$ cat src/vmt_pkg.sv
// Shared types and constants for the vertex matrix transform.
// No dependencies.
package vmt_pkg;

  localparam int ACC_W     = 58;  // holds the sum at the smallest fraction width
  localparam int NUM_REGS  = 8;
  localparam int REG_IDX_W = 3;
  localparam int CFG_W     = 64;
  localparam int DIV_STEPS = 32;
  localparam int LANES     = 3;

  localparam logic [1:0] ACT_DIRECTION = 2'd1;
  localparam int         ACT_PROJ_BIT  = 1;

  localparam logic signed [31:0] SMAX = 32'sh7fffffff;
  localparam logic signed [31:0] SMIN = 32'sh80000000;

  localparam logic [NUM_REGS-1:0][CFG_W-1:0] CFG_RESET = {
    64'h0001_0000_0000_0000, 64'h0, 64'h0000_0000_0001_0000, 64'h0,
    64'h0, 64'h0001_0000_0000_0000, 64'h0, 64'h0000_0000_0001_0000
  };

  typedef struct packed {
    logic [1:0]         action;
    logic signed [31:0] in_x;
    logic signed [31:0] in_y;
    logic signed [31:0] in_z;
  } vmt_in_t;

  typedef struct packed {
    logic signed [31:0] out_x;
    logic signed [31:0] out_y;
    logic signed [31:0] out_z;
    logic               saturated;
    logic               divide_fault;
  } vmt_out_t;

  typedef struct packed {
    logic [1:0]                  action;
    logic [3:0][ACC_W-1:0]       acc;
  } vmt_sum_t;

  typedef struct packed {
    logic                        divide;
    logic                        fault;
    logic                        sat;
    logic [LANES-1:0]            neg;
    logic [LANES-1:0]            ovf;
    logic [ACC_W-1:0]            den;
    logic [LANES-1:0][ACC_W:0]   rem;
    logic [LANES-1:0][31:0]      qd;
  } vmt_div_t;

endpackage

$ cat src/vmt_prep.sv
// Clamp for affine/direction beats; magnitudes, signs and overflow test
// for projective beats. Two register stages. Depends on vmt_pkg.
module vmt_prep #(
  parameter int FRAC_BITS = 16
) (
  input  logic              clk,
  input  logic              rst_n,
  input  logic              en,
  input  logic              in_vld,
  input  vmt_pkg::vmt_sum_t in_d,
  output logic              out_vld,
  output vmt_pkg::vmt_div_t out_d
);

  localparam logic signed [vmt_pkg::ACC_W-1:0] ACC_MAX = vmt_pkg::ACC_W'(vmt_pkg::SMAX);
  localparam logic signed [vmt_pkg::ACC_W-1:0] ACC_MIN = vmt_pkg::ACC_W'(vmt_pkg::SMIN);
  localparam int HI_SHIFT = 32 - FRAC_BITS;

  // stage 4
  logic                                 proj_nxt, fault_nxt, sat_nxt;
  logic [vmt_pkg::LANES-1:0][31:0]      clamp_nxt;
  logic [vmt_pkg::LANES-1:0][vmt_pkg::ACC_W-1:0] mag_nxt;
  logic [vmt_pkg::LANES-1:0]            neg_nxt;
  logic [vmt_pkg::ACC_W-1:0]            den_nxt;

  logic                                 proj_r, fault_r, sat_r, vld4_r;
  logic [vmt_pkg::LANES-1:0][31:0]      clamp_r;
  logic [vmt_pkg::LANES-1:0][vmt_pkg::ACC_W-1:0] mag_r;
  logic [vmt_pkg::LANES-1:0]            neg_r;
  logic [vmt_pkg::ACC_W-1:0]            den_r;

  always_comb begin
    logic signed [vmt_pkg::ACC_W-1:0] a;
    logic signed [vmt_pkg::ACC_W-1:0] w;
    w         = $signed(in_d.acc[3]);
    proj_nxt  = in_d.action[vmt_pkg::ACT_PROJ_BIT];
    fault_nxt = proj_nxt && (w == '0);
    den_nxt   = w[vmt_pkg::ACC_W-1] ? vmt_pkg::ACC_W'(-w) : w;
    sat_nxt   = 1'b0;
    for (int i = 0; i < vmt_pkg::LANES; i++) begin
      a          = $signed(in_d.acc[i]);
      neg_nxt[i] = a[vmt_pkg::ACC_W-1] ^ w[vmt_pkg::ACC_W-1];
      mag_nxt[i] = a[vmt_pkg::ACC_W-1] ? vmt_pkg::ACC_W'(-a) : a;
      if (a > ACC_MAX) begin
        clamp_nxt[i] = vmt_pkg::SMAX;
        sat_nxt      = 1'b1;
      end else if (a < ACC_MIN) begin
        clamp_nxt[i] = vmt_pkg::SMIN;
        sat_nxt      = 1'b1;
      end else begin
        clamp_nxt[i] = a[31:0];
      end
    end
  end

  always_ff @(posedge clk) begin
    if (!rst_n) begin
      vld4_r <= 1'b0;
    end else if (en) begin
      vld4_r <= in_vld;
    end
  end

  always_ff @(posedge clk) begin
    if (en) begin
      proj_r  <= proj_nxt;
      fault_r <= fault_nxt;
      sat_r   <= sat_nxt;
      clamp_r <= clamp_nxt;
      mag_r   <= mag_nxt;
      neg_r   <= neg_nxt;
      den_r   <= den_nxt;
    end
  end

  // stage 5: the quotient fits 32 bits only if |num| >> (32-F) < |w|
  vmt_pkg::vmt_div_t div_nxt;
  vmt_pkg::vmt_div_t div_r;
  logic              vld5_r;

  always_comb begin
    logic [vmt_pkg::ACC_W-1:0] hi;
    div_nxt.divide = proj_r && !fault_r;
    div_nxt.fault  = fault_r;
    div_nxt.sat    = proj_r ? 1'b0 : sat_r;
    div_nxt.neg    = neg_r;
    div_nxt.den    = den_r;
    for (int i = 0; i < vmt_pkg::LANES; i++) begin
      hi                 = mag_r[i] >> HI_SHIFT;
      div_nxt.ovf[i]     = hi >= den_r;
      div_nxt.rem[i]     = {1'b0, hi};
      if (div_nxt.divide) begin
        div_nxt.qd[i] = 32'(mag_r[i] << FRAC_BITS);
      end else if (fault_r) begin
        div_nxt.qd[i] = '0;
      end else begin
        div_nxt.qd[i] = clamp_r[i];
      end
    end
  end

  always_ff @(posedge clk) begin
    if (!rst_n) begin
      vld5_r <= 1'b0;
    end else if (en) begin
      vld5_r <= vld4_r;
    end
  end

  always_ff @(posedge clk) begin
    if (en) begin
      div_r <= div_nxt;
    end
  end

  assign out_vld = vld5_r;
  assign out_d   = div_r;

endmodule

$ cat config.mk
export PLATFORM = sky130hd
export DESIGN_NAME = vmt_prep
export DESIGN_NICKNAME = d
export VERILOG_FILES = /design/src/vmt_pkg.sv /design/src/vmt_prep.sv
export SDC_FILE = /design/constraint.sdc
export NUM_CORES = 1
export LEC_CHECK = 0
export ABC_AREA = 1
export ABC_CLOCK_PERIOD_IN_PS = 3900
export BUFFER_PORTS_ARGS = -buffer_cell sky130_fd_sc_hd__buf_4
export CAP_MARGIN = 10
export CORE_UTILIZATION = 41
export DETAILED_ROUTE_END_ITERATION = 10
export PLACE_DENSITY = 0.72
export REMOVE_ABC_BUFFERS = 1
export SYNTH_ARGS = -nofsm -noshare
export SYNTH_HDL_FRONTEND = slang
export SYNTH_SLANG_ARGS = --single-unit
$ cat constraint.sdc
create_clock -name clk -period 3.9 [get_ports clk]
set_input_delay 0.585 -clock clk [delete_from_list [all_inputs] [get_ports clk]]
set_output_delay 0.585 -clock clk [all_outputs]
set_load 0.05 [all_outputs]
==> qor_table.md <==
| Stage | Result | Reported |
|:---|:---|:---|
| critical path | Largest delay contributor family on the critical path | simple AND/OR/NAND/NOR gates |
| grt | Via count of the first global-routing pass | 24.95k |
| sta | Worst Clk Skew | 22.91 ps |
| finish | FILL cells | 7379 |
| sta | Number of hold-slack violations in the final timing report | 0 |
| clock tree | Clock tree sinks | 625 |
| grt | GR Util All Layers | 26.48% |
| synthesis | Library cells used by synthesis | 60 |
| synthesis | Average size of a mapped cell | 9.520 um2 |
| sta | Fin crit share | 64.17% |
| placement | DP HPWL | 87670 um |
| sta | Worst relative slew slack | 31.85% |
| critical path | Startpoint class of the critical path | register |
| worst hold path | Hold WC Path Type | input pin to register |
| drt | Total Routed Length | 112000 um |
| synthesis | Post-synthesis instance area | 33270 um2 |
| critical path | CP arrival | 2930 ps |
| drt | Number of DRC markers in iteration 0 | 2161 |
| sta | Final Max Tran Viols | 0 |
| clock tree | Number of buffers on the longest clock path | 3 |
| synthesis | Sequential-to-total area share from yosys stat | 56.35% |
| floorplan | Overall die height | 286.9 um |
| placement | RePlAce Congestion | 0.9287 |
| sta | Transition time at the pin with the least slew margin | 1014 ps |
| synthesis | Cell types occupying the most area after synthesis | sky130_fd_sc_hd__edfxtp_1, sky130_fd_sc_hd__nand2_1, sky130_fd_sc_hd__nor2_1, sky130_fd_sc_hd__ha_1, sky130_fd_sc_hd__inv_1 |
| drt | Average wire length per cell after detail routing | 21.63 um |
| synthesis | Most instantiated library cell after synthesis | sky130_fd_sc_hd__nand2_1 |
| synthesis | Flops & latches, synth | 625 |
| floorplan | Effective utilization at floorplan | 41.37% |
| status | Status | completed |
| critical path | WS Path Type | register to register |
| placement | Worst slack at placement | 1295 ps |
| grt | Global-route wire length before repair | 158800 um |
| floorplan | Placeable core region | 80420 um2 |
| finish | Layout overhead on the synthesized area | 22.21% |
| pwr | Ratio of total power to cell area | 451.0 nW/um2 |
| critical path | Endpoint kind of the worst setup timing path | register |
| synthesis | Share of the synthesized area in the top cell type | 56.23% |
| finish | Footprint of the multi-input gates | 12440 um2 |
| clock tree | Post-CTS Hold Fix Bufs | 0 |
| finish | Fraction of final layout cells sized beyond drive strength 1 | 19.89% |
| clock tree | CTS Root Cell | sky130_fd_sc_hd__clkbuf_16 |
| sta | Unrepaired setup endpoints after global routing | no |
| sta | Worst setup margin | 1397 ps |
| synthesis | Synth area leader | sky130_fd_sc_hd__edfxtp_1 |
| pwr | Leakage power | 17.37 nW |
| grt | Pin count of the biggest net entering global routing | 85 |
| clock tree | CTS tree | built |
| finish | Sequential standard cell area | 18750 um2 |
| placement | Count of input and output buffers | 526 |
| flow run | Number of max-cap violations | 0 |
| floorplan | Full die area | 82290 um2 |
| clock tree | CTS buffer count | 70 |
| synthesis | Synth cell count leaders | sky130_fd_sc_hd__nand2_1, sky130_fd_sc_hd__edfxtp_1, sky130_fd_sc_hd__nor2_1 |
| critical path | Worst path bufs/invs | 1 |
| floorplan | Rows | 104 |
| drt | Detail Route Antenna Nets | 0 |
| critical path | Peak per-stage delay on the critical path | 520 ps |
| drt | Vias per std cell | 5.081 |
| clock tree | Level count of the clock H-tree | 3 |
| grt | Aggregate global routing overflow | 0 |
| floorplan | Horizontal extent of the die | 286.9 um |
| clock tree | Number of gates resized after cts | 0 |
| clock tree | Clk Latency, worst-skew pair | 620 ps |
| clock tree | Setup fix buffers added after clock tree synthesis | 0 |
| drt | Vias after detailed routing | 26.31k |
| synthesis | Warnings, synthesis | 0 |
| finish | NumNets Final | 4427 |
| drt | Count of unresolved DRC violations after routing | 0 |
| sta | Time the final worst path needs with I/O delays and setup | 2503 ps |
| floorplan | Top-level I/O count | 579 |
| sta | Fmax achieved | 399.6 MHz |
| drt | Length of the first detailed-routing pass in iterations | 6 |
| critical path | Required time at the endpoint of the critical path | 4330 ps |
| pwr | Max VDD drop | 0.0002479 V |
| critical path | Ordered list of cells on the worst path | or2_2 -> nor2_1 -> nand3_1 -> nor4_2 -> buf_4 -> nand2_1 -> nand2_1 |
| synthesis | Number of enable-type register cells in the synthesized netlist | 623 |
| critical path | CP dominant cell by count | sky130_fd_sc_hd__nand2_1 |
| sta | Final setup fails | 0 |
| synthesis | Proportion of register bits with asynchronous set or reset after synthesis | 0% |
| clock tree | Clock slew at the register clock pins of the worst setup and hold paths | 60 ps |
| synthesis | Most used DFF post-synth | sky130_fd_sc_hd__edfxtp_1 |
| critical path | Standard cell with the maximum stage delay on the critical path | sky130_fd_sc_hd__nor4_2 |
| grt | Number of antenna violations at the first check in global routing | 11 |
| sta | Post-route setup TNS | 0 ps |
| critical path | Max FO, Critical Path | 3 |
| synthesis | Gate count of the mapped netlist | 3495 |
[layout by cell type (no fill, tap or decap), types with 3 or more instances in the layout]
cell | synthesis | layout
sky130_fd_sc_hd__nand2_1 | 875 | 875
sky130_fd_sc_hd__edfxtp_1 | 623 | 623
sky130_fd_sc_hd__buf_4 | 56 | 549
sky130_fd_sc_hd__nor2_1 | 476 | 475
sky130_fd_sc_hd__inv_1 | 396 | 396
sky130_fd_sc_hd__nand3_1 | 171 | 171
sky130_fd_sc_hd__xor2_1 | 135 | 135
sky130_fd_sc_hd__ha_1 | 131 | 131
sky130_fd_sc_hd__o21ai_0 | 122 | 122
sky130_fd_sc_hd__nand4_1 | 83 | 83
sky130_fd_sc_hd__clkbuf_16 | 0 | 72
sky130_fd_sc_hd__a21oi_1 | 62 | 62
sky130_fd_sc_hd__conb_1 | 1 | 51
sky130_fd_sc_hd__nand2_2 | 48 | 48
sky130_fd_sc_hd__nor3_1 | 41 | 41
sky130_fd_sc_hd__nor2_2 | 33 | 33
sky130_fd_sc_hd__o21ai_1 | 32 | 32
sky130_fd_sc_hd__xnor2_1 | 25 | 25
sky130_fd_sc_hd__nor2_4 | 16 | 17
sky130_fd_sc_hd__clkbuf_1 | 29 | 16
sky130_fd_sc_hd__inv_2 | 15 | 15
sky130_fd_sc_hd__clkinv_2 | 1 | 13
sky130_fd_sc_hd__nand3b_1 | 11 | 11
sky130_fd_sc_hd__clkinv_1 | 1 | 10
sky130_fd_sc_hd__buf_12 | 0 | 10
sky130_fd_sc_hd__nand3_2 | 8 | 8
sky130_fd_sc_hd__diode_2 | 0 | 7
sky130_fd_sc_hd__or2_2 | 8 | 7
sky130_fd_sc_hd__nor4_1 | 6 | 6
sky130_fd_sc_hd__nor3_2 | 6 | 6
sky130_fd_sc_hd__a21o_1 | 6 | 6
sky130_fd_sc_hd__bufinv_16 | 0 | 6
sky130_fd_sc_hd__o21bai_1 | 5 | 5
sky130_fd_sc_hd__inv_6 | 0 | 4
sky130_fd_sc_hd__o21ai_2 | 3 | 3
sky130_fd_sc_hd__o21a_1 | 3 | 3
sky130_fd_sc_hd__clkinvlp_4 | 0 | 3
[worst paths after layout]
check                         end  cells after the start  slack, ps                start
min reg2reg  out_d[334]$_DFFE_PP_                      0        430   neg_r[0]$_DFFE_PP_
max reg2reg  out_d[332]$_DFFE_PP_                      7       1400  den_r[52]$_DFFE_PP_
min          mag_r[116]$_DFFE_PP_                      1        170            in_d[116]
max          out_d[332]$_DFFE_PP_                      7       1400  den_r[52]$_DFFE_PP_
[report_power, final]
part | leakage, nW | switching (mW) | total, mW | internal (mW)
clock | 1.09 | 2.76 | 6.58 | 3.82
sequential | 6.18 | 0.330 | 8.44 | 8.11
combinational | 10.1 | 2.36 | 3.32 | 0.959
[sequential cells by signal, summed over array words and instances (netlist names)]
name and flops:
out_d 289, div_nxt 126, clamp_r 96, den_r 58
mag_r 48, neg_r 3, fault_r 1, out_vld 1
proj_r 1, sat_r 1, vld4_r 1
[through the flow]
step / util, % / cell area, um2 / hold WS [ps] / cells / power [mW]
4_1_cts: 50.54 / 40640 / 141.4 / 5172 / 18.46
3_5_place_dp: 47.75 / 38400 / 416.2 / 5046 / 11.88
6_report: 50.56 / 40660 / 172.5 / 5179 / 18.34
3_3_place_gp: 47.75 / 38400 / 403.8 / 5046 / 11.82
5_1_grt: 50.55 / 40650 / 150.5 / 5176 / 18.99
2_1_floorplan: - / 32730 / 400.3 / 3426 / 10.34
[cells by family after synthesis]
| kind of cell | share of synthesized area (%) |
|---|---|
| and+or+nand+nor | 23.67 |
| DFF | 56.35 |
| buffers and inverters | 6.856 |
| AOI/OAI and AO/OA | 3.930 |
| xor gates and xnor gates | 4.261 |
| adders and majority gates | 4.926 |
| other | 0.01127 |
[cell type report]
class	instances	share of cell area (%)
repair buffers	560	10.67
well taps	1060	3.262
inverters	413	3.816
clock buffers	89	4.613
multi-input cells	2388	30.59
clock inverters	37	0.8985
flip-flops and latches	625	46.11
diodes	7	0.04308
[per-layer routing]
layer  up-vias  routed length [um]  global-route usage, %
met1     12539               47130                  35.07
met4         8                2659                  7.314
li1      12627                   -                      -
met5         -                  53                      0
met2       985               53770                  44.34
met3       153                8391                  4.865
Power figures use the tool's default switching activity.
