$ cat src/vmt_pkg.sv
// Shared types and constants for the vertex matrix transform.
// No dependencies.
package vmt_pkg;

  localparam int ACC_W     = 58;  // holds the sum at the smallest fraction width
  localparam int NUM_REGS  = 8;
  localparam int REG_IDX_W = 3;
  localparam int CFG_W     = 64;
  localparam int DIV_STEPS = 32;
  localparam int LANES     = 3;

  localparam logic [1:0] ACT_DIRECTION = 2'd1;
  localparam int         ACT_PROJ_BIT  = 1;

  localparam logic signed [31:0] SMAX = 32'sh7fffffff;
  localparam logic signed [31:0] SMIN = 32'sh80000000;

  localparam logic [NUM_REGS-1:0][CFG_W-1:0] CFG_RESET = {
    64'h0001_0000_0000_0000, 64'h0, 64'h0000_0000_0001_0000, 64'h0,
    64'h0, 64'h0001_0000_0000_0000, 64'h0, 64'h0000_0000_0001_0000
  };

  typedef struct packed {
    logic [1:0]         action;
    logic signed [31:0] in_x;
    logic signed [31:0] in_y;
    logic signed [31:0] in_z;
  } vmt_in_t;

  typedef struct packed {
    logic signed [31:0] out_x;
    logic signed [31:0] out_y;
    logic signed [31:0] out_z;
    logic               saturated;
    logic               divide_fault;
  } vmt_out_t;

  typedef struct packed {
    logic [1:0]                  action;
    logic [3:0][ACC_W-1:0]       acc;
  } vmt_sum_t;

  typedef struct packed {
    logic                        divide;
    logic                        fault;
    logic                        sat;
    logic [LANES-1:0]            neg;
    logic [LANES-1:0]            ovf;
    logic [ACC_W-1:0]            den;
    logic [LANES-1:0][ACC_W:0]   rem;
    logic [LANES-1:0][31:0]      qd;
  } vmt_div_t;

endpackage

$ cat src/vmt_div_step.sv
// One restoring-division stage: one quotient bit per lane, registered.
// Depends on vmt_pkg.
module vmt_div_step (
  input  logic              clk,
  input  logic              rst_n,
  input  logic              en,
  input  logic              in_vld,
  input  vmt_pkg::vmt_div_t in_d,
  output logic              out_vld,
  output vmt_pkg::vmt_div_t out_d
);

  vmt_pkg::vmt_div_t d_nxt;
  vmt_pkg::vmt_div_t d_r;
  logic              vld_r;

  // qd shifts dividend bits out at the top and quotient bits in at the bottom
  always_comb begin
    logic [vmt_pkg::ACC_W:0] rem2;
    logic                    ge;
    d_nxt = in_d;
    for (int i = 0; i < vmt_pkg::LANES; i++) begin
      rem2 = {in_d.rem[i][vmt_pkg::ACC_W-1:0], in_d.qd[i][31]};
      ge   = rem2 >= {1'b0, in_d.den};
      if (in_d.divide) begin
        d_nxt.rem[i] = ge ? rem2 - {1'b0, in_d.den} : rem2;
        d_nxt.qd[i]  = {in_d.qd[i][30:0], ge};
      end
    end
  end

  always_ff @(posedge clk) begin
    if (!rst_n) begin
      vld_r <= 1'b0;
    end else if (en) begin
      vld_r <= in_vld;
    end
  end

  always_ff @(posedge clk) begin
    if (en) begin
      d_r <= d_nxt;
    end
  end

  assign out_vld = vld_r;
  assign out_d   = d_r;

endmodule

$ cat config.mk
export PLATFORM = sky130hd
export DESIGN_NAME = vmt_div_step
export DESIGN_NICKNAME = d
export VERILOG_FILES = /design/src/vmt_pkg.sv /design/src/vmt_div_step.sv
export SDC_FILE = /design/constraint.sdc
export NUM_CORES = 1
export LEC_CHECK = 0
export ABC_AREA = 1
export BUFFER_PORTS_ARGS = -buffer_cell sky130_fd_sc_hd__buf_2
export CAP_MARGIN = 20
export CORE_AREA = 2 2 289 291
export CTS_CLUSTER_SIZE = 20
export DETAILED_ROUTE_END_ITERATION = 8
export DIE_AREA = 0 0 291 293
export PLACE_DENSITY = 0.7
export SETUP_SLACK_MARGIN = 0.2
export SYNTH_ARGS = -nofsm -noshare
export SYNTH_HDL_FRONTEND = slang
export SYNTH_SLANG_ARGS = --single-unit
$ cat constraint.sdc
create_clock -name clk -period 4.15 [get_ports clk]
set_input_delay 0.83 -clock clk [delete_from_list [all_inputs] [get_ports clk]]
set_output_delay 0.83 -clock clk [all_outputs]
set_load 0.01 [all_outputs]
==> results of run 1 <==
worst paths after layout:
| check | startpoint | endpoint | slack, ns |
|---|---|---|---|
| min reg2reg | out_vld$_SDFFE_PN0P_ | out_vld$_SDFFE_PN0P_ | 0.56 |
| min | in_d[332] | out_d[332]$_DFFE_PP_ | 0.41 |
| max reg2reg | out_vld$_SDFFE_PN0P_ | out_vld$_SDFFE_PN0P_ | 3.51 |
| max | in_d[288] | out_d[98]$_DFFE_PP_ | 0.92 |
cell families after synthesis:
logic type,Yosys count,share of synthesized area (%)
adders and majority gates,177,6.881
and+or+nand+nor,3202,41.14
xor gates and xnor gates,82,2.209
buffers and inverters,1198,14.39
AOI/OAI and AO/OA,247,3.925
DFF,341,31.46
through the flow:
stage          hold WS (ns)  instances  utilization, %
6_report             0.4109       7071           47.40
5_1_grt              0.3981       7068           47.39
4_1_cts              0.3878       7062           47.37
3_5_place_dp         0.5445       6995           45.94
3_3_place_gp         0.5230       6995           45.94
2_1_floorplan        0.5553       5247               -
critical path: cells and delay by family:
family	cells	cell delay, ns
buf+inv	3	0.56
simple gates	10	1.58
fa+ha+maj	1	0.45
compound gates	1	0.10
cell usage after synthesis (21+ instances only):
| cell type | number | area (um^2) |
|---|---|---|
| sky130_fd_sc_hd__nand3b_1 | 26 | 195.2 |
| sky130_fd_sc_hd__clkbuf_1 | 53 | 198.9 |
| sky130_fd_sc_hd__a21oi_1 | 103 | 515.5 |
| sky130_fd_sc_hd__nor2_1 | 282 | 1059 |
| sky130_fd_sc_hd__nand3_2 | 28 | 280.3 |
| sky130_fd_sc_hd__nor2_2 | 28 | 175.2 |
| sky130_fd_sc_hd__inv_2 | 21 | 78.83 |
| sky130_fd_sc_hd__nand4_1 | 42 | 262.8 |
| sky130_fd_sc_hd__xor2_1 | 58 | 508.0 |
| sky130_fd_sc_hd__xnor2_1 | 24 | 210.2 |
| sky130_fd_sc_hd__inv_1 | 1076 | 4039 |
| sky130_fd_sc_hd__nor3_1 | 27 | 135.1 |
| sky130_fd_sc_hd__o21ai_0 | 129 | 645.6 |
| sky130_fd_sc_hd__nand2_1 | 2250 | 8446 |
| sky130_fd_sc_hd__buf_2 | 23 | 115.1 |
| sky130_fd_sc_hd__ha_1 | 174 | 2177 |
| sky130_fd_sc_hd__edfxtp_1 | 340 | 10210 |
| sky130_fd_sc_hd__nand3_1 | 440 | 2202 |
power by group through the flow:
| stage | sequential, mW | combinational, mW | clock (mW) |
|---|---|---|---|
| after floorplan | 4.61 | 2.31 | 0 |
| after global placement | 4.44 | 4.37 | 0 |
| after detailed placement | 4.44 | 4.38 | 0 |
| after CTS | 4.37 | 4.40 | 3.40 |
| after global routing | 4.40 | 4.85 | 3.52 |
| final | 4.37 | 4.44 | 3.34 |
layout make-up:
class | count | area (um^2)
diodes | 9 | 22.52
clock buffers | 48 | 1010
clock inverters | 19 | 161.4
fillers | 8830 | 43050
inverters | 1098 | 4129
multi-input cells | 3708 | 17610
flip-flops and latches | 341 | 10230
well taps | 1070 | 1339
repair buffers | 778 | 4299
sequential cells by signal, summed over array words and instances, names as in the netlist:
signal	count
out_d	340
out_vld	1
cells in the final DEF (no fill, tap or decap), drive strengths merged:
cell / netlist / final
a21oi: 105 / 105
nor3b: 1 / 1
o21ai: 129 / 129
nor2: 317 / 317
fa: 3 / 3
nor4: 10 / 10
xnor2: 24 / 24
or2: 7 / 7
and3: 7 / 7
nor3: 31 / 31
clkinvlp: 0 / 1
edfxtp: 340 / 340
xor2: 58 / 58
diode: 0 / 9
nand3: 468 / 468
clkinv: 1 / 15
nand2: 2278 / 2278
nand4: 42 / 42
clkbuf: 53 / 48
buf: 47 / 778
inv: 1097 / 1100
dfxtp: 1 / 1
ha: 174 / 174
bufinv: 0 / 1
nand3b: 26 / 26
and2: 15 / 15
o21bai: 13 / 13
layer usage:
layer / global-route usage [%] / vias up / share of wire, % / routed length [um]
met3: 4.062 / 282 / 6.5 / 9995
li1: - / 17540 / - / -
met2: 61.78 / 1459 / 48 / 74100
met5: 0 / - / 0.017 / 27
met4: 17.04 / 4 / 5.5 / 8496
met1: 43.33 / 16330 / 40 / 61800
==> impl_metrics.json, run 1 <==
{
  "die_area_um2": 85260,
  "num-nets-final": 6487,
  "gpl.final_weighted_congestion": 1.002,
  "io_pins": 685,
  "critPathRequiredTime_ns": 4.46,
  "grt_start_max_net_pins": 104,
  "synth-seq-area-share_pct": 31.46,
  "timing.final.setup_violations": 0,
  "worst_ir_drop_vdd_mv": 0.3068,
  "route.detailed.vias_per_inst": 5.036,
  "timing.critical_path.arrival_ns": 3.54,
  "drt-initial-drc-count": 2856,
  "crit_path_start_kind": "input pin",
  "cts_buffer_depth": 3,
  "grtUsageTotal_pct": 35.34,
  "cp_cell_sequence": "buf_2 -> inv_1 -> ha_1 -> nand2_1 -> nor2_1 -> nand2_1 -> nor3b_1 -> nand3_1 -> nand2_1 -> nor2_4 -> nand2_8 -> buf_4 -> nand2_1 -> nand3_1 -> o21ai_0",
  "crit_path_max_incr_delay_ns": 0.52,
  "dieHeight_um": 293,
  "syn_area_per_cell_um2": 6.196,
  "global_route_wire_length_before_repair_um": 221800,
  "synth_cell_types": 42,
  "tritoncts.num_buffers": 39,
  "power.share.combinational_pct": 36.5,
  "max_slew_margin_pct": 25.99,
  "layout-drive-gt1-share_pct": 15.95,
  "post_detail_place_hpwl_um": 133000,
  "count_of_instances_resized_after_the_clock_tree_is_built": 0,
  "final.setup_skew_ns": 0,
  "sw_power_mw": 4.689,
  "hold_path_class": "in -> reg",
  "post_synth_instance_area_um2": 32510,
  "antenna_found_initial": 15,
  "post_syn_instances": 5247,
  "cap_viol_max_count": 0,
  "crit_top_cell": "sky130_fd_sc_hd__nand2_1",
  "hold_violations": 0,
  "setup_tns_ns": 0,
  "leakage_power_nw": 22.22,
  "crit_slowest_cell": "sky130_fd_sc_hd__nor3b_1",
  "postSynthRegisterBits": 341,
  "cellInternalPower_mw": 7.470,
  "timing.final.max_slew_violations": 0,
  "post_drt_wl_per_cell_um": 21.84,
  "cts.repair_timing.setup_buffer_count": 0,
  "crit_path_max_fanout": 18,
  "final.period_utilization_pct": 77.94,
  "element_type_at_the_critical_path_end": "register",
  "power.density_nw_per_um2": 313.4,
  "synth-edff-count": 340,
  "tritoncts_clock_tree": "built",
  "seq_power_share_pct": 36.0,
  "place_ws_ns": 0.3063,
  "h_tree_depth": 2,
  "buffer_ports.inserted": 684,
  "initial_utilization_pct": 39.72,
  "ys.flop_type": "sky130_fd_sc_hd__edfxtp_1",
  "worstSetupPathType": "in -> reg",
  "detail_route.wirelength_um": 154400,
  "final_period_minus_worst_setup_slack_ns": 3.235,
  "vias_in_the_first_global_route": 34140,
  "clock_sink_count": 341,
  "die_width_um": 291,
  "synthesis.nets": 5768,
  "post-layout-total-power_mw": 12.16,
  "postCtsHoldBufs": 0,
  "clkSlewWorstSetupHoldPaths_ns": 0.06,
  "placed_area_um2": 37600,
  "clkPwrFrac_pct": 27.5,
  "synth-warning-count": 0,
  "grt.overflow.total": 0,
  "std_cell_rows": 105,
  "max_slew.worst_pin.slew_ns": 1.099,
  "growth_of_design_area_from_synthesis_to_finish_pct": 19.33,
  "core-area_um2": 81850,
  "clk_latency_ns": 0.59,
  "worstRegToRegCells": 2,
  "final_area_um2": 38800,
  "firstDrtPassIters": 7,
  "async_reset_ff_share_pct": 0,
  "status": "finished clean",
  "worst_hold_path.num_cells": 1,
  "grt_setup_unrepaired": "false",
  "cts_root_buf": "sky130_fd_sc_hd__clkbuf_16",
  "fmax_mhz": 309.2,
  "vias": 35610,
  "postRouteAntennaNets": 0,
  "net_switching_fraction_of_the_power_pct": 38.56,
  "drc": 0,
  "timing.final.ws_setup_ns": 0.9153
}
No activity file was read; power rests on OpenSTA's default activity.
==> run 2: changes to the inputs <==
PLACE_DENSITY = 0.72   (was 0.7)
clock period = 2.75 ns   (was 4.15 ns; I/O delays follow)
==> impl_metrics.json, run 2 (synthesis gave the netlist of run 1 again) <==
{
  "status": "finished clean",
  "antenna_found_initial": 23,
  "crit_path_max_incr_delay_ns": 0.28,
  "grt_setup_unrepaired": "true",
  "dieHeight_um": 293,
  "hold_path_class": "in -> reg",
  "post_detail_place_hpwl_um": 136400,
  "worst_ir_drop_vdd_mv": 0.3888,
  "timing.critical_path.arrival_ns": 2.96,
  "clkSlewWorstSetupHoldPaths_ns": 0.06,
  "growth_of_design_area_from_synthesis_to_finish_pct": 44.36,
  "buffer_ports.inserted": 684,
  "worstSetupPathType": "in -> reg",
  "vias": 39200,
  "largest_reg_flops": 340,
  "max_slew.worst_pin.slew_ns": 0.7436,
  "crit-reg2reg-launch": "out_vld$_SDFFE_PN0P_",
  "crit_slowest_cell": "sky130_fd_sc_hd__ha_4",
  "worstRegToRegCells": 2,
  "hold_violations": 0,
  "drt-initial-drc-count": 3180,
  "initial_utilization_pct": 39.72,
  "detail_route.wirelength_um": 159800,
  "crit_cells": 17,
  "critical-path-top-delay-family": "simple AND/OR/NAND/NOR gates",
  "sw_power_mw": 7.525,
  "timing.final.max_slew_violations": 0,
  "cp_cell_sequence": "clkbuf_4 -> clkinvlp_4 -> buf_12 -> ha_4 -> nand2_1 -> nor2_2 -> nand2_1 -> nor2_2 -> nand2_2 -> nand2_2 -> nand2_4 -> nand2_8 -> buf_12 -> clkbuf_16 -> nand3_1 -> nand2_1 -> nand2_1",
  "drc": 0,
  "crit_path_start_kind": "input pin",
  "tritoncts_clock_tree": "built",
  "clkPwrFrac_pct": 27.1,
  "route.detailed.vias_per_inst": 4.909,
  "postCtsHoldBufs": 0,
  "cts_root_buf": "sky130_fd_sc_hd__clkbuf_16",
  "gpl.final_weighted_congestion": 1.048,
  "r2r_slack_ns": 2.05,
  "filler_cell_count_in_the_final_layout": 8073,
  "placed_area_um2": 44380,
  "critPathRequiredTime_ns": 3.09,
  "final_period_minus_worst_setup_slack_ns": 2.613,
  "crit_path_max_fanout": 7,
  "power.density_nw_per_um2": 439.5,
  "leakage_power_nw": 26.77,
  "final.period_utilization_pct": 95.02,
  "grtUsageTotal_pct": 36.03,
  "timing.final.setup_violations": 0,
  "setup_tns_ns": 0,
  "vias_in_the_first_global_route": 37570,
  "postRouteAntennaNets": 0,
  "cts_buffer_depth": 3,
  "clock_sink_count": 341,
  "worst_setup_path_endpoint": "out_d[147]$_DFFE_PP_",
  "cap_viol_max_count": 0,
  "net_switching_fraction_of_the_power_pct": 36.48,
  "crit_buf_inv": 5,
  "element_type_at_the_critical_path_end": "register",
  "final_common_cell": "sky130_fd_sc_hd__nand2_1",
  "seq_power_share_pct": 32.1,
  "cellInternalPower_mw": 13.10,
  "hold_ws_ns": 0.1393,
  "final.setup_skew_ns": 0,
  "layout-drive-gt1-share_pct": 28.76,
  "h_tree_depth": 2,
  "io_pins": 685,
  "place_ws_ns": -0.7720,
  "max_slew_margin_pct": 49.90,
  "crit_top_cell": "sky130_fd_sc_hd__nand2_1",
  "grt.overflow.total": 0,
  "num-nets-final": 7385,
  "power.share.combinational_pct": 40.8,
  "most-common-layout-cells": "2234 x sky130_fd_sc_hd__nand2_1, 1056 x sky130_fd_sc_hd__inv_1, 942 x sky130_fd_sc_hd__buf_4",
  "crit_start": "in_d[295]",
  "die_width_um": 291,
  "clk_latency_ns": 0.59,
  "worst_hold_path.num_cells": 1,
  "post_drt_wl_per_cell_um": 20.01,
  "core-area_um2": 81850,
  "grt_start_max_net_pins": 133,
  "regArea_um2": 10230,
  "std_cell_rows": 105,
  "post-layout-total-power_mw": 20.63,
  "firstDrtPassIters": 6,
  "multi_input_comb_area_um2": 18300,
  "fmax_mhz": 382.7,
  "tritoncts.num_buffers": 41,
  "timing.final.ws_setup_ns": 0.1370,
  "final_area_um2": 46940,
  "die_area_um2": 85260,
  "global_route_wire_length_before_repair_um": 227900,
  "reg2reg_to": "out_vld$_SDFFE_PN0P_"
}
-- run 2: changes by cell type in the layout (fill, tap and decap cells not counted), moves of 16 or more --
cell / delta
sky130_fd_sc_hd__buf_4: +860
sky130_fd_sc_hd__nor2_2: +30
sky130_fd_sc_hd__nor2_1: -35
sky130_fd_sc_hd__inv_1: -19
sky130_fd_sc_hd__nand2_1: -16
sky130_fd_sc_hd__ha_4: +33
sky130_fd_sc_hd__ha_1: -39
sky130_fd_sc_hd__buf_12: +25
-- run 2: area by class of cell --
type	instances	share of cell area, %
inverters	1098	8.909
well taps	1070	2.852
diodes	22	0.1173
clock inverters	24	0.5572
repair buffers	1674	24.49
multi-input cells	3708	38.98
flip-flops and latches	341	21.80
clock buffers	49	2.295
-- run 2: metrics by stage --
stage                     util (%)  cells
after floorplan                  -   5247
after CTS                    56.36   7950
after global placement       54.22   7866
after global routing         57.32   7978
final                        57.34   7986
after detailed placement     54.22   7866
-- run 2: layer usage --
layer  up-vias  track usage [%]  wire [um]
met4         2            20.09       9845
met5         -                0         12
li1      19370                -          -
met1     17970            42.40      62310
met2      1523            62.97      76630
met3       336            5.325      11010
-- run 2: worst min-delay path by stage --
stage	end	start	slack (ns)
6_report	out_d[331]$_DFFE_PP_	in_d[331]	0.14
5_1_grt	out_d[331]$_DFFE_PP_	in_d[331]	0.12
4_1_cts	out_d[331]$_DFFE_PP_	in_d[331]	0.11
3_5_place_dp	out_vld$_SDFFE_PN0P_	out_vld$_SDFFE_PN0P_	0.55
3_3_place_gp	out_vld$_SDFFE_PN0P_	out_vld$_SDFFE_PN0P_	0.52
2_1_floorplan	out_vld$_SDFFE_PN0P_	out_vld$_SDFFE_PN0P_	0.56
-- run 2: power by group through the flow --
stage	combinational, mW	clock (mW)	sequential, mW
after floorplan	3.48	0	6.96
after global placement	7.95	0	6.70
after detailed placement	8.01	0	6.71
after CTS	8.14	5.65	6.61
after global routing	9.09	5.84	6.64
final	8.42	5.60	6.61
-- run 2: what timing repair did --
action,CTS,global route
pin swaps,4,7
buffers inserted,9,10
resized for setup,40,106
setup endpoints to repair,102,180
cloned,2,4
