**src/vmt_pkg.sv**
```systemverilog
// Shared types and constants for the vertex matrix transform.
// No dependencies.
package vmt_pkg;

  localparam int ACC_W     = 58;  // holds the sum at the smallest fraction width
  localparam int NUM_REGS  = 8;
  localparam int REG_IDX_W = 3;
  localparam int CFG_W     = 64;
  localparam int DIV_STEPS = 32;
  localparam int LANES     = 3;

  localparam logic [1:0] ACT_DIRECTION = 2'd1;
  localparam int         ACT_PROJ_BIT  = 1;

  localparam logic signed [31:0] SMAX = 32'sh7fffffff;
  localparam logic signed [31:0] SMIN = 32'sh80000000;

  localparam logic [NUM_REGS-1:0][CFG_W-1:0] CFG_RESET = {
    64'h0001_0000_0000_0000, 64'h0, 64'h0000_0000_0001_0000, 64'h0,
    64'h0, 64'h0001_0000_0000_0000, 64'h0, 64'h0000_0000_0001_0000
  };

  typedef struct packed {
    logic [1:0]         action;
    logic signed [31:0] in_x;
    logic signed [31:0] in_y;
    logic signed [31:0] in_z;
  } vmt_in_t;

  typedef struct packed {
    logic signed [31:0] out_x;
    logic signed [31:0] out_y;
    logic signed [31:0] out_z;
    logic               saturated;
    logic               divide_fault;
  } vmt_out_t;

  typedef struct packed {
    logic [1:0]                  action;
    logic [3:0][ACC_W-1:0]       acc;
  } vmt_sum_t;

  typedef struct packed {
    logic                        divide;
    logic                        fault;
    logic                        sat;
    logic [LANES-1:0]            neg;
    logic [LANES-1:0]            ovf;
    logic [ACC_W-1:0]            den;
    logic [LANES-1:0][ACC_W:0]   rem;
    logic [LANES-1:0][31:0]      qd;
  } vmt_div_t;

endpackage

```
**src/vmt_post.sv**
```systemverilog
// Sign, floor rounding and saturation of quotients; output register.
// Depends on vmt_pkg.
module vmt_post (
  input  logic              clk,
  input  logic              rst_n,
  input  logic              en,
  input  logic              in_vld,
  input  vmt_pkg::vmt_div_t in_d,
  output logic              out_vld,
  output vmt_pkg::vmt_out_t out_d
);

  localparam logic [32:0] NEG_LIMIT = 33'h0_8000_0000;

  logic [vmt_pkg::LANES-1:0][31:0] res;
  logic                            sat_nxt;
  vmt_pkg::vmt_out_t               out_nxt;
  vmt_pkg::vmt_out_t               out_r;
  logic                            vld_r;

  always_comb begin
    logic [32:0] qc;
    sat_nxt = in_d.sat;
    for (int i = 0; i < vmt_pkg::LANES; i++) begin
      // negative quotient: floor is minus the ceiling of the magnitude
      qc = {1'b0, in_d.qd[i]} + 33'(|in_d.rem[i]);
      if (!in_d.divide) begin
        res[i] = in_d.qd[i];
      end else if (in_d.ovf[i]) begin
        res[i]  = in_d.neg[i] ? vmt_pkg::SMIN : vmt_pkg::SMAX;
        sat_nxt = 1'b1;
      end else if (in_d.neg[i]) begin
        if (qc > NEG_LIMIT) begin
          res[i]  = vmt_pkg::SMIN;
          sat_nxt = 1'b1;
        end else begin
          res[i] = 32'(-qc);
        end
      end else if (in_d.qd[i][31]) begin
        res[i]  = vmt_pkg::SMAX;
        sat_nxt = 1'b1;
      end else begin
        res[i] = in_d.qd[i];
      end
    end
    out_nxt.out_x        = res[0];
    out_nxt.out_y        = res[1];
    out_nxt.out_z        = res[2];
    out_nxt.saturated    = sat_nxt;
    out_nxt.divide_fault = in_d.fault;
  end

  always_ff @(posedge clk) begin
    if (!rst_n) begin
      vld_r <= 1'b0;
    end else if (en) begin
      vld_r <= in_vld;
    end
  end

  always_ff @(posedge clk) begin
    if (en) begin
      out_r <= out_nxt;
    end
  end

  assign out_vld = vld_r;
  assign out_d   = out_r;

endmodule

```
**config.mk**
```make
export PLATFORM = sky130hd
export DESIGN_NAME = vmt_post
export DESIGN_NICKNAME = d
export VERILOG_FILES = /design/src/vmt_pkg.sv /design/src/vmt_post.sv
export SDC_FILE = /design/constraint.sdc
export NUM_CORES = 1
export LEC_CHECK = 0
export ABC_AREA = 1
export CAP_MARGIN = 5
export CORE_AREA = 2 2 171 173
export CTS_CLUSTER_SIZE = 10
export DETAILED_ROUTE_END_ITERATION = 16
export DIE_AREA = 0 0 173 175
export DONT_BUFFER_PORTS = 1
export PLACE_DENSITY = 0.56
export RECOVER_POWER = 50
export SYNTH_ARGS = -nofsm -noshare
export SYNTH_HDL_FRONTEND = slang
export SYNTH_SLANG_ARGS = --single-unit
```
**constraint.sdc**
```tcl
create_clock -name clk -period 3.77 [get_ports clk]
set_input_delay 0.1885 -clock clk [delete_from_list [all_inputs] [get_ports clk]]
set_output_delay 0.1885 -clock clk [all_outputs]
set_load 0.005 [all_outputs]
```
==> impl_metrics.prom, run 1 <==
# TYPE chip_impl_metric gauge
chip_impl_info{name="outcome",value="complete, but fails checks"} 1
chip_impl_info{name="violations_in_the_final_reports",value="capacitance limit, slew limit"} 1
chip_impl_metric{name="final-setup-viol-count",unit=""} 0
chip_impl_metric{name="finalSetupTns",unit="ps"} 0
chip_impl_metric{name="core_outline_area",unit="µm²"} 28390
chip_impl_metric{name="required",unit="ps"} 3890
chip_impl_metric{name="synthesis.instances",unit=""} 2009
chip_impl_metric{name="detailed_place_hpwl",unit="µm"} 36810
chip_impl_metric{name="power.ir.vdd_worst",unit="V"} 0.0001680
chip_impl_metric{name="postCtsSetupRepairBufs",unit=""} 0
chip_impl_metric{name="synth_enable_flop_cells",unit=""} 98
chip_impl_metric{name="htree_num_levels",unit=""} 3
chip_impl_metric{name="finalCritPeriodShare",unit="%"} 94.57
chip_impl_metric{name="grt_pass1_vias",unit=""} 12810
chip_impl_info{name="clk_root_buffer_cell",value="sky130_fd_sc_hd__clkbuf_16"} 1
chip_impl_metric{name="crit_arrival",unit="ps"} 3680
chip_impl_metric{name="final_critical_path_setup_slack",unit="ps"} 204.7
chip_impl_metric{name="count_of_boundary_i_o_pins",unit=""} 443
chip_impl_metric{name="multi_input_logic_area",unit="µm²"} 8009
chip_impl_info{name="crit_path_end",value="out_d[65]$_DFFE_PP_"} 1
chip_impl_metric{name="power_dens_cells",unit="nW/µm²"} 231.3
chip_impl_metric{name="worst_r2r_path_depth",unit=""} 3
chip_impl_metric{name="floorplan.die_area",unit="µm²"} 30280
chip_impl_metric{name="seqCellArea",unit="µm²"} 2963
chip_impl_metric{name="power.leakage",unit="nW"} 5.847
chip_impl_metric{name="antenna_found_initial",unit=""} 1
chip_impl_metric{name="num_rows",unit=""} 62
chip_impl_metric{name="yosys_warnings",unit=""} 0
chip_impl_info{name="r2r_start",value="out_vld$_SDFFE_PN0P_"} 1
chip_impl_metric{name="vias_per_cell",unit=""} 5.579
chip_impl_metric{name="detailroute.via_count",unit=""} 13890
chip_impl_metric{name="filler_cell_count",unit=""} 3047
chip_impl_metric{name="place_inst",unit=""} 2468
chip_impl_metric{name="reg2reg_setup_slack",unit="ps"} 2470
chip_impl_metric{name="pre_cts_slack",unit="ps"} -325.0
chip_impl_metric{name="avgSynthCellArea",unit="µm²"} 5.944
chip_impl_metric{name="clk_transition_reported_paths",unit="ps"} 80
chip_impl_info{name="worst-setup-path-type",value="primary input to register"} 1
chip_impl_metric{name="cts.path.max_buffers",unit=""} 2
chip_impl_metric{name="buffer_ports.inserted",unit=""} 0
chip_impl_metric{name="grt_pass1_wl",unit="µm"} 71770
chip_impl_metric{name="gr-usage-all-layers",unit="%"} 30.30
chip_impl_metric{name="placer_congestion_estimate",unit=""} 0.9555
chip_impl_metric{name="fmax",unit="GHz"} 0.2805
chip_impl_metric{name="synth.yosys.seq_area_share",unit="%"} 24.81
chip_impl_info{name="worst_setup_path_startpoint",value="in_d[164]"} 1
chip_impl_metric{name="post_synthesis_instance_area",unit="µm²"} 11940
chip_impl_metric{name="flow.area_growth_from_synthesis",unit="%"} 14.02
chip_impl_metric{name="timing_worst_slew_pin_value",unit="ps"} 2693
chip_impl_metric{name="crit_fanout",unit=""} 4
chip_impl_metric{name="global_route.overflow_total",unit=""} 0
chip_impl_metric{name="hold_viol",unit=""} 0
chip_impl_info{name="r2r_end",value="out_vld$_SDFFE_PN0P_"} 1
chip_impl_metric{name="post_synthesis_sequential_element_count",unit=""} 99
chip_impl_metric{name="numCtsBuffers",unit=""} 9
chip_impl_metric{name="clock_sinks",unit=""} 99
chip_impl_metric{name="synth.net_count",unit=""} 2362
chip_impl_metric{name="effective_utilization_at_floorplan",unit="%"} 42.06
chip_impl_metric{name="cap_viol_max_count",unit=""} 1
chip_impl_metric{name="die_h",unit="µm"} 175
chip_impl_metric{name="layout_min_cycle_time",unit="ps"} 3565
chip_impl_metric{name="route.antenna.remaining_nets",unit=""} 0
chip_impl_info{name="hold_class",value="primary input to register"} 1
chip_impl_metric{name="clock_latency",unit="ps"} 360
chip_impl_metric{name="drt_pass1_iterations",unit=""} 5
chip_impl_metric{name="routed_wire_length_per_instance",unit="µm"} 19.05
chip_impl_info{name="cts_tree",value="built"} 1
chip_impl_metric{name="synth_cell_types",unit=""} 42
chip_impl_metric{name="detail_route.iter0.violations",unit=""} 1164
chip_impl_metric{name="pin_count_of_the_biggest_net_entering_global_routing",unit=""} 100
chip_impl_metric{name="fin_nets",unit=""} 2453
chip_impl_metric{name="postRouteWirelength",unit="µm"} 47440
chip_impl_metric{name="slew_headroom",unit="%"} -79.53
chip_impl_metric{name="layout-drive-gt1-share",unit="%"} 12.64
chip_impl_metric{name="post_layout_nonfiller_instances",unit=""} 2490
chip_impl_info{name="timing.critical_path.from_type",value="primary input"} 1
chip_impl_info{name="synth-main-ff-cell",value="sky130_fd_sc_hd__edfxtp_1"} 1
chip_impl_metric{name="asyncSetResetFlopFracSynth",unit="%"} 0
chip_impl_metric{name="post-route-drc-count",unit=""} 0
chip_impl_metric{name="skew",unit="ps"} 0
chip_impl_info{name="setup.worst_path.end_class",value="register"} 1
chip_impl_metric{name="die_width",unit="µm"} 173
chip_impl_metric{name="slew_violations",unit=""} 100
-- report_power, final --
part           internal (mW)  switching [mW]  total (mW)  leakage, nW
Clock                  0.518           0.479       0.997        0.143
Combinational          0.267           0.469       0.736         4.73
Sequential              1.35          0.0690        1.42        0.970
Total                   2.13            1.02        3.15         5.85
-- flip-flops by register name, summed over array words and instances (netlist names) --
| register | flops |
|---|---|
| out_d | 98 |
| out_vld | 1 |
-- cell families (layout without fill, tap and decap cells) --
logic type | Yosys count | count (layout) | share of synthesized area (%)
AO/OA/AOI/OAI | 238 | 238 | 11.91
XOR/XNOR | 33 | 33 | 2.420
adder cells (fa/ha/maj) | 9 | 9 | 0.9430
buffers and inverters | 264 | 360 | 8.791
flip-flops | 99 | 99 | 24.81
other | 0 | 1 | 0
AND/OR/NAND/NOR | 1366 | 1366 | 51.12
-- worst min path at each step --
stage                          from              endpoint  depth (start not counted)
after CTS                  in_d[95]   out_d[33]$_DFFE_PP_                          2
after global placement    in_d[338]    out_d[0]$_DFFE_PP_                          0
after detailed placement  in_d[338]    out_d[0]$_DFFE_PP_                          0
after global routing       in_d[95]   out_d[33]$_DFFE_PP_                          2
after floorplan                  en  out_vld$_SDFFE_PN0P_                          1
final                      in_d[95]   out_d[33]$_DFFE_PP_                          2
-- placed cells by master, fill, tap and decap left out, drive strengths merged, types with 27 or more instances in the layout --
master and count:
nand2 627, nand3 135, nor2 432, inv 206
nor4 43, o31ai 56, buf 133, a21oi 106
nand4 76, o21ai 56, edfxtp 98, xor2 27
nand3b 29
-- cells in the mapped netlist (13+ instances only) --
master                     instances  area share [%]
sky130_fd_sc_hd__nand2_2          21             1.1
sky130_fd_sc_hd__nor2_2           26             1.4
sky130_fd_sc_hd__nand4_1          76             4.0
sky130_fd_sc_hd__a21oi_1          94             3.9
sky130_fd_sc_hd__nand3_1         123             5.2
sky130_fd_sc_hd__nor2_1          389              12
sky130_fd_sc_hd__clkbuf_1         35             1.1
sky130_fd_sc_hd__o21ai_0          49             2.1
sky130_fd_sc_hd__nand3b_1         29             1.8
sky130_fd_sc_hd__o31ai_1          56             3.5
sky130_fd_sc_hd__edfxtp_1         98              25
sky130_fd_sc_hd__xor2_1           27             2.0
sky130_fd_sc_hd__nor2_4           16             1.5
sky130_fd_sc_hd__nor4_1           43             2.3
sky130_fd_sc_hd__nand2_1         604              19
sky130_fd_sc_hd__nor3_1           13            0.54
sky130_fd_sc_hd__inv_1           199             6.3
-- critical path: stages --
cell,delay (ps)
sky130_fd_sc_hd__nor4_1,470
sky130_fd_sc_hd__nand4_1,160
sky130_fd_sc_hd__or4_4,590
sky130_fd_sc_hd__ha_1,220
sky130_fd_sc_hd__ha_1,270
sky130_fd_sc_hd__inv_1,70
sky130_fd_sc_hd__nand2_1,70
sky130_fd_sc_hd__nor2_1,180
sky130_fd_sc_hd__nand3_1,140
sky130_fd_sc_hd__nor2_2,160
sky130_fd_sc_hd__nand3_1,110
sky130_fd_sc_hd__nor2_1,180
sky130_fd_sc_hd__nand2_1,160
sky130_fd_sc_hd__nor2_2,230
sky130_fd_sc_hd__nand2_1,80
sky130_fd_sc_hd__nand2_1,60
sky130_fd_sc_hd__nand4_1,110
sky130_fd_sc_hd__nand2_1,160
sky130_fd_sc_hd__nand2_1,60
-- layer usage --
metal	share of wire, %	track usage [%]
met3	8.3	6.179
met5	0	0
met4	3.3	10.91
met2	45	49.25
met1	43	39.91
-- stage by stage --
| stage | power [mW] | utilization, % | hold slack [ps] | instance area [µm²] |
|---|---|---|---|---|
| floorplan | 1.931 | - | 282.0 | 11940 |
| global placement | 2.131 | 46.47 | 287.5 | 13190 |
| detailed placement | 2.134 | 46.47 | 287.5 | 13190 |
| CTS | 3.171 | 47.74 | 0.8171 | 13560 |
| global route | 3.316 | 47.96 | 4.756 | 13620 |
| finish | 3.150 | 47.96 | 27.02 | 13620 |
-- final cells by class --
class                           instances  area share [%]
Inverter                              206           5.679
Timing Repair Buffer                  138           8.032
Clock buffer                           10           1.682
Tap cell                              384           3.529
Antenna cell                            1         0.01838
Sequential cell                        99           21.76
Multi-Input combinational cell       1646           58.82
Clock inverter                          6          0.4779
-- what timing repair did --
| action | 4_1_cts | 5_1_grt |
|---|---|---|
| gates resized for setup | 0 | 18 |
| endpoints found under the setup margin | 0 | 85 |
| hold endpoints to repair | 102 | 0 |
| hold buffers | 5 | 0 |
No activity file was read; power rests on OpenSTA's default activity.
==> run 2: changes to the inputs <==
--- a/config.mk
+++ b/config.mk
@@ -7,12 +7,12 @@
 export LEC_CHECK = 0
 export ABC_AREA = 1
 export CAP_MARGIN = 5
-export CORE_AREA = 2 2 171 173
+export CORE_AREA = 2 2 173 175
 export CTS_CLUSTER_SIZE = 10
 export DETAILED_ROUTE_END_ITERATION = 16
-export DIE_AREA = 0 0 173 175
+export DIE_AREA = 0 0 175 177
 export DONT_BUFFER_PORTS = 1
-export PLACE_DENSITY = 0.56
+export PLACE_DENSITY_LB_ADDON = 0.05
 export RECOVER_POWER = 50
 export SYNTH_ARGS = -nofsm -noshare
 export SYNTH_HDL_FRONTEND = slang
==> constraint.sdc (replaced) <==
create_clock -name clk -period 4.1 [get_ports clk]
set_input_delay 0.205 -clock clk [delete_from_list [all_inputs] [get_ports clk]]
set_output_delay 0.205 -clock clk [all_outputs]
set_load 0.005 [all_outputs]
==> run 2 against run 1 <==
Effect of this change:
- the flow still finishes with violations (capacitance limit, slew limit)
- via count is 3.3% lower
- sequential share of layout area is 1.3 points higher
- critical path depth is 2 higher
- worst hold slack better by 4.9 ps
- clock skew stayed put
- non-clock buffer count is 94 lower
- die area is 2.3% higher
- setup slack better by 200 ps
- total power is 9.4% lower
- largest cell class unchanged
==> impl_metrics.prom, run 2 (synthesized netlist as in run 1, its figures left out) <==
# TYPE chip_impl_metric gauge
chip_impl_info{name="worst-setup-path-type",value="primary input to register"} 1
chip_impl_info{name="violations_in_the_final_reports",value="capacitance limit, slew limit"} 1
chip_impl_metric{name="core_outline_area",unit="µm²"} 29240
chip_impl_metric{name="power_dens_cells",unit="nW/µm²"} 222.4
chip_impl_metric{name="hold_path_depth",unit=""} 2
chip_impl_metric{name="final_critical_path_setup_slack",unit="ps"} 401.8
chip_impl_metric{name="filler_cell_count",unit=""} 3199
chip_impl_metric{name="die_width",unit="µm"} 175
chip_impl_info{name="setup.worst_path.end_class",value="register"} 1
chip_impl_metric{name="cap_viol_max_count",unit=""} 1
chip_impl_info{name="grt_setup_unrepaired",value="no"} 1
chip_impl_metric{name="fin_nets",unit=""} 2359
chip_impl_metric{name="power.ir.vdd_worst",unit="V"} 0.0001780
chip_impl_metric{name="effective_utilization_at_floorplan",unit="%"} 40.83
chip_impl_metric{name="clock_latency",unit="ps"} 360
chip_impl_metric{name="crit_fanout",unit=""} 7
chip_impl_metric{name="finalSetupTns",unit="ps"} 0
chip_impl_info{name="hold-path-endpoint",value="out_d[33]$_DFFE_PP_"} 1
chip_impl_metric{name="slew_violations",unit=""} 100
chip_impl_metric{name="detail_route.iter0.violations",unit=""} 1277
chip_impl_metric{name="stdcell_area",unit="µm²"} 12830
chip_impl_metric{name="gr-usage-all-layers",unit="%"} 29.94
chip_impl_metric{name="layout-drive-gt1-share",unit="%"} 7.708
chip_impl_metric{name="count_of_boundary_i_o_pins",unit=""} 443
chip_impl_metric{name="floorplan.die_area",unit="µm²"} 30980
chip_impl_metric{name="placer_congestion_estimate",unit=""} 0.9383
chip_impl_metric{name="num_rows",unit=""} 63
chip_impl_metric{name="grt_pass1_wl",unit="µm"} 70990
chip_impl_info{name="dr.max_layer_used",value="met5"} 1
chip_impl_metric{name="timing_worst_slew_pin_value",unit="ps"} 2599
chip_impl_info{name="timing.critical_path.from_type",value="primary input"} 1
chip_impl_metric{name="global_route.overflow_total",unit=""} 0
chip_impl_metric{name="route.layer.met1.wl",unit="µm"} 20760
chip_impl_metric{name="post_dp_cell_area",unit="µm²"} 12480
chip_impl_metric{name="layout_min_cycle_time",unit="ps"} 3698
chip_impl_metric{name="finalCritPeriodShare",unit="%"} 90.20
chip_impl_info{name="origin_of_the_worst_min_delay_path",value="in_d[95]"} 1
chip_impl_metric{name="worst_r2r_path_depth",unit=""} 3
chip_impl_metric{name="met3_wirelength",unit="µm"} 3924
chip_impl_metric{name="grt_pass1_vias",unit=""} 12530
chip_impl_metric{name="required",unit="ps"} 4220
chip_impl_metric{name="power.leakage",unit="nW"} 5.381
chip_impl_info{name="clk_root_buffer_cell",value="sky130_fd_sc_hd__clkbuf_16"} 1
chip_impl_metric{name="pre_cts_slack",unit="ps"} 90.02
chip_impl_metric{name="clock_sinks",unit=""} 99
chip_impl_metric{name="fin_util",unit="%"} 43.88
chip_impl_metric{name="cts.path.max_buffers",unit=""} 2
chip_impl_metric{name="slew_headroom",unit="%"} -73.27
chip_impl_metric{name="route.antenna.remaining_nets",unit=""} 0
chip_impl_metric{name="detailed_place_hpwl",unit="µm"} 36800
chip_impl_metric{name="antenna_found_initial",unit=""} 9
chip_impl_metric{name="hold_viol",unit=""} 0
chip_impl_info{name="layout.cells.most_common",value="sky130_fd_sc_hd__nand2_1"} 1
chip_impl_info{name="cts_tree",value="built"} 1
chip_impl_metric{name="flow.area_growth_from_synthesis",unit="%"} 7.450
chip_impl_metric{name="detailroute.wirelength.met2",unit="µm"} 20770
chip_impl_metric{name="pin_count_of_the_biggest_net_entering_global_routing",unit=""} 100
chip_impl_metric{name="buffer_ports.inserted",unit=""} 0
chip_impl_metric{name="largest_reg_flops",unit=""} 98
chip_impl_metric{name="final-setup-viol-count",unit=""} 0
chip_impl_metric{name="numCtsBuffers",unit=""} 9
chip_impl_metric{name="htree_num_levels",unit=""} 3
chip_impl_info{name="hold_class",value="primary input to register"} 1
chip_impl_metric{name="final.hold.worst_slack",unit="ps"} 31.90
chip_impl_info{name="r2r_start",value="out_vld$_SDFFE_PN0P_"} 1
chip_impl_metric{name="crit_arrival",unit="ps"} 3820
chip_impl_metric{name="routed_wire_length_per_instance",unit="µm"} 19.64
chip_impl_metric{name="clk_transition_reported_paths",unit="ps"} 70
chip_impl_metric{name="die_h",unit="µm"} 177
chip_impl_info{name="most-common-layout-cells",value="sky130_fd_sc_hd__nand2_1, sky130_fd_sc_hd__nor2_1, sky130_fd_sc_hd__inv_1"} 1
chip_impl_metric{name="detailroute.via_count",unit=""} 13430
chip_impl_metric{name="fmax",unit="GHz"} 0.2704
chip_impl_metric{name="post_cts_sizing_count",unit=""} 0
chip_impl_metric{name="postRouteWirelength",unit="µm"} 47340
chip_impl_info{name="r2r_end",value="out_vld$_SDFFE_PN0P_"} 1
chip_impl_metric{name="skew",unit="ps"} 0
chip_impl_metric{name="reg2reg_setup_slack",unit="ps"} 2760
chip_impl_info{name="outcome",value="complete, but fails checks"} 1
chip_impl_metric{name="drt_pass1_iterations",unit=""} 6
chip_impl_metric{name="post-route-drc-count",unit=""} 0
chip_impl_metric{name="vias_per_cell",unit=""} 5.573
-- run 2: changes by cell type in the layout (fill, tap and decap cells not counted), moves of 5 or more --
cell                      change
sky130_fd_sc_hd__buf_4       -91
sky130_fd_sc_hd__diode_2      +8
sky130_fd_sc_hd__nor2_1       +6
sky130_fd_sc_hd__nor2_2       -5
sky130_fd_sc_hd__nor4_1       +7
sky130_fd_sc_hd__nor4_2       -7
-- run 2: worst max path at each step --
stage               startpoint  slack, ps                  end  depth (start not counted)
global placement     in_d[214]        110  out_d[33]$_DFFE_PP_                         21
CTS                  in_d[136]        460  out_d[92]$_DFFE_PP_                         19
global route         in_d[136]        130  out_d[79]$_DFFE_PP_                         19
floorplan            in_d[105]        740  out_d[96]$_DFFE_PP_                         20
finish               in_d[214]        400  out_d[33]$_DFFE_PP_                         21
detailed placement   in_d[214]         90  out_d[33]$_DFFE_PP_                         21
-- run 2: repair_timing --
action                     4_1_cts  5_1_grt
setup buffers                    0        0
hold endpoints to repair       100        0
hold buffers                     4        0
setup endpoints to repair        0        0
-- run 2: area by class of cell --
| type | count | area, µm² | share of cell area, % |
|---|---|---|---|
| Clock inverter | 4 | 48.80 | 0.3803 |
| Sequential cell | 99 | 2963 | 23.09 |
| Inverter | 206 | 773.2 | 6.026 |
| Tap cell | 390 | 488.0 | 3.803 |
| Timing Repair Buffer | 44 | 360.3 | 2.808 |
| Clock buffer | 12 | 246.5 | 1.921 |
| Multi-Input combinational cell | 1646 | 7929 | 61.79 |
| Antenna cell | 9 | 22.52 | 0.1755 |
-- run 2: stage by stage --
step                      total power [mW]  cells
final                                2.854   2410
after global routing                 3.002   2410
after CTS                            2.875   2401
after detailed placement             1.911   2381
after global placement               1.910   2381
after floorplan                      1.775   2009
-- run 2: report_power, final --
group | switching (mW) | internal (mW) | total, mW
logic | 0.416 | 0.204 | 0.621
clock network | 0.438 | 0.493 | 0.931
registers | 0.0632 | 1.24 | 1.30
total | 0.918 | 1.94 | 2.85
-- run 2: layer usage --
metal  global-route usage [%]  vias up
li1                         -     6676
met4                    13.13        2
met5                        0        -
met1                    39.58     6116
met3                    6.078       75
met2                    47.35      561
-- run 2: critical path: stages --
cell	delay, ps
sky130_fd_sc_hd__nor4_1	360
sky130_fd_sc_hd__nand4_1	170
sky130_fd_sc_hd__or4_1	550
sky130_fd_sc_hd__ha_1	240
sky130_fd_sc_hd__ha_1	240
sky130_fd_sc_hd__nand2_1	180
sky130_fd_sc_hd__nor2_4	80
sky130_fd_sc_hd__nand2_1	80
sky130_fd_sc_hd__nand2_1	50
sky130_fd_sc_hd__nand2_1	100
sky130_fd_sc_hd__nand2_1	80
sky130_fd_sc_hd__nor2_1	150
sky130_fd_sc_hd__nand2_1	70
sky130_fd_sc_hd__nor2_1	260
sky130_fd_sc_hd__nand2_1	180
sky130_fd_sc_hd__nor2_2	260
sky130_fd_sc_hd__nand3_1	140
sky130_fd_sc_hd__xor2_1	170
sky130_fd_sc_hd__nand2_1	90
sky130_fd_sc_hd__nand2_1	100
sky130_fd_sc_hd__nand2_1	60
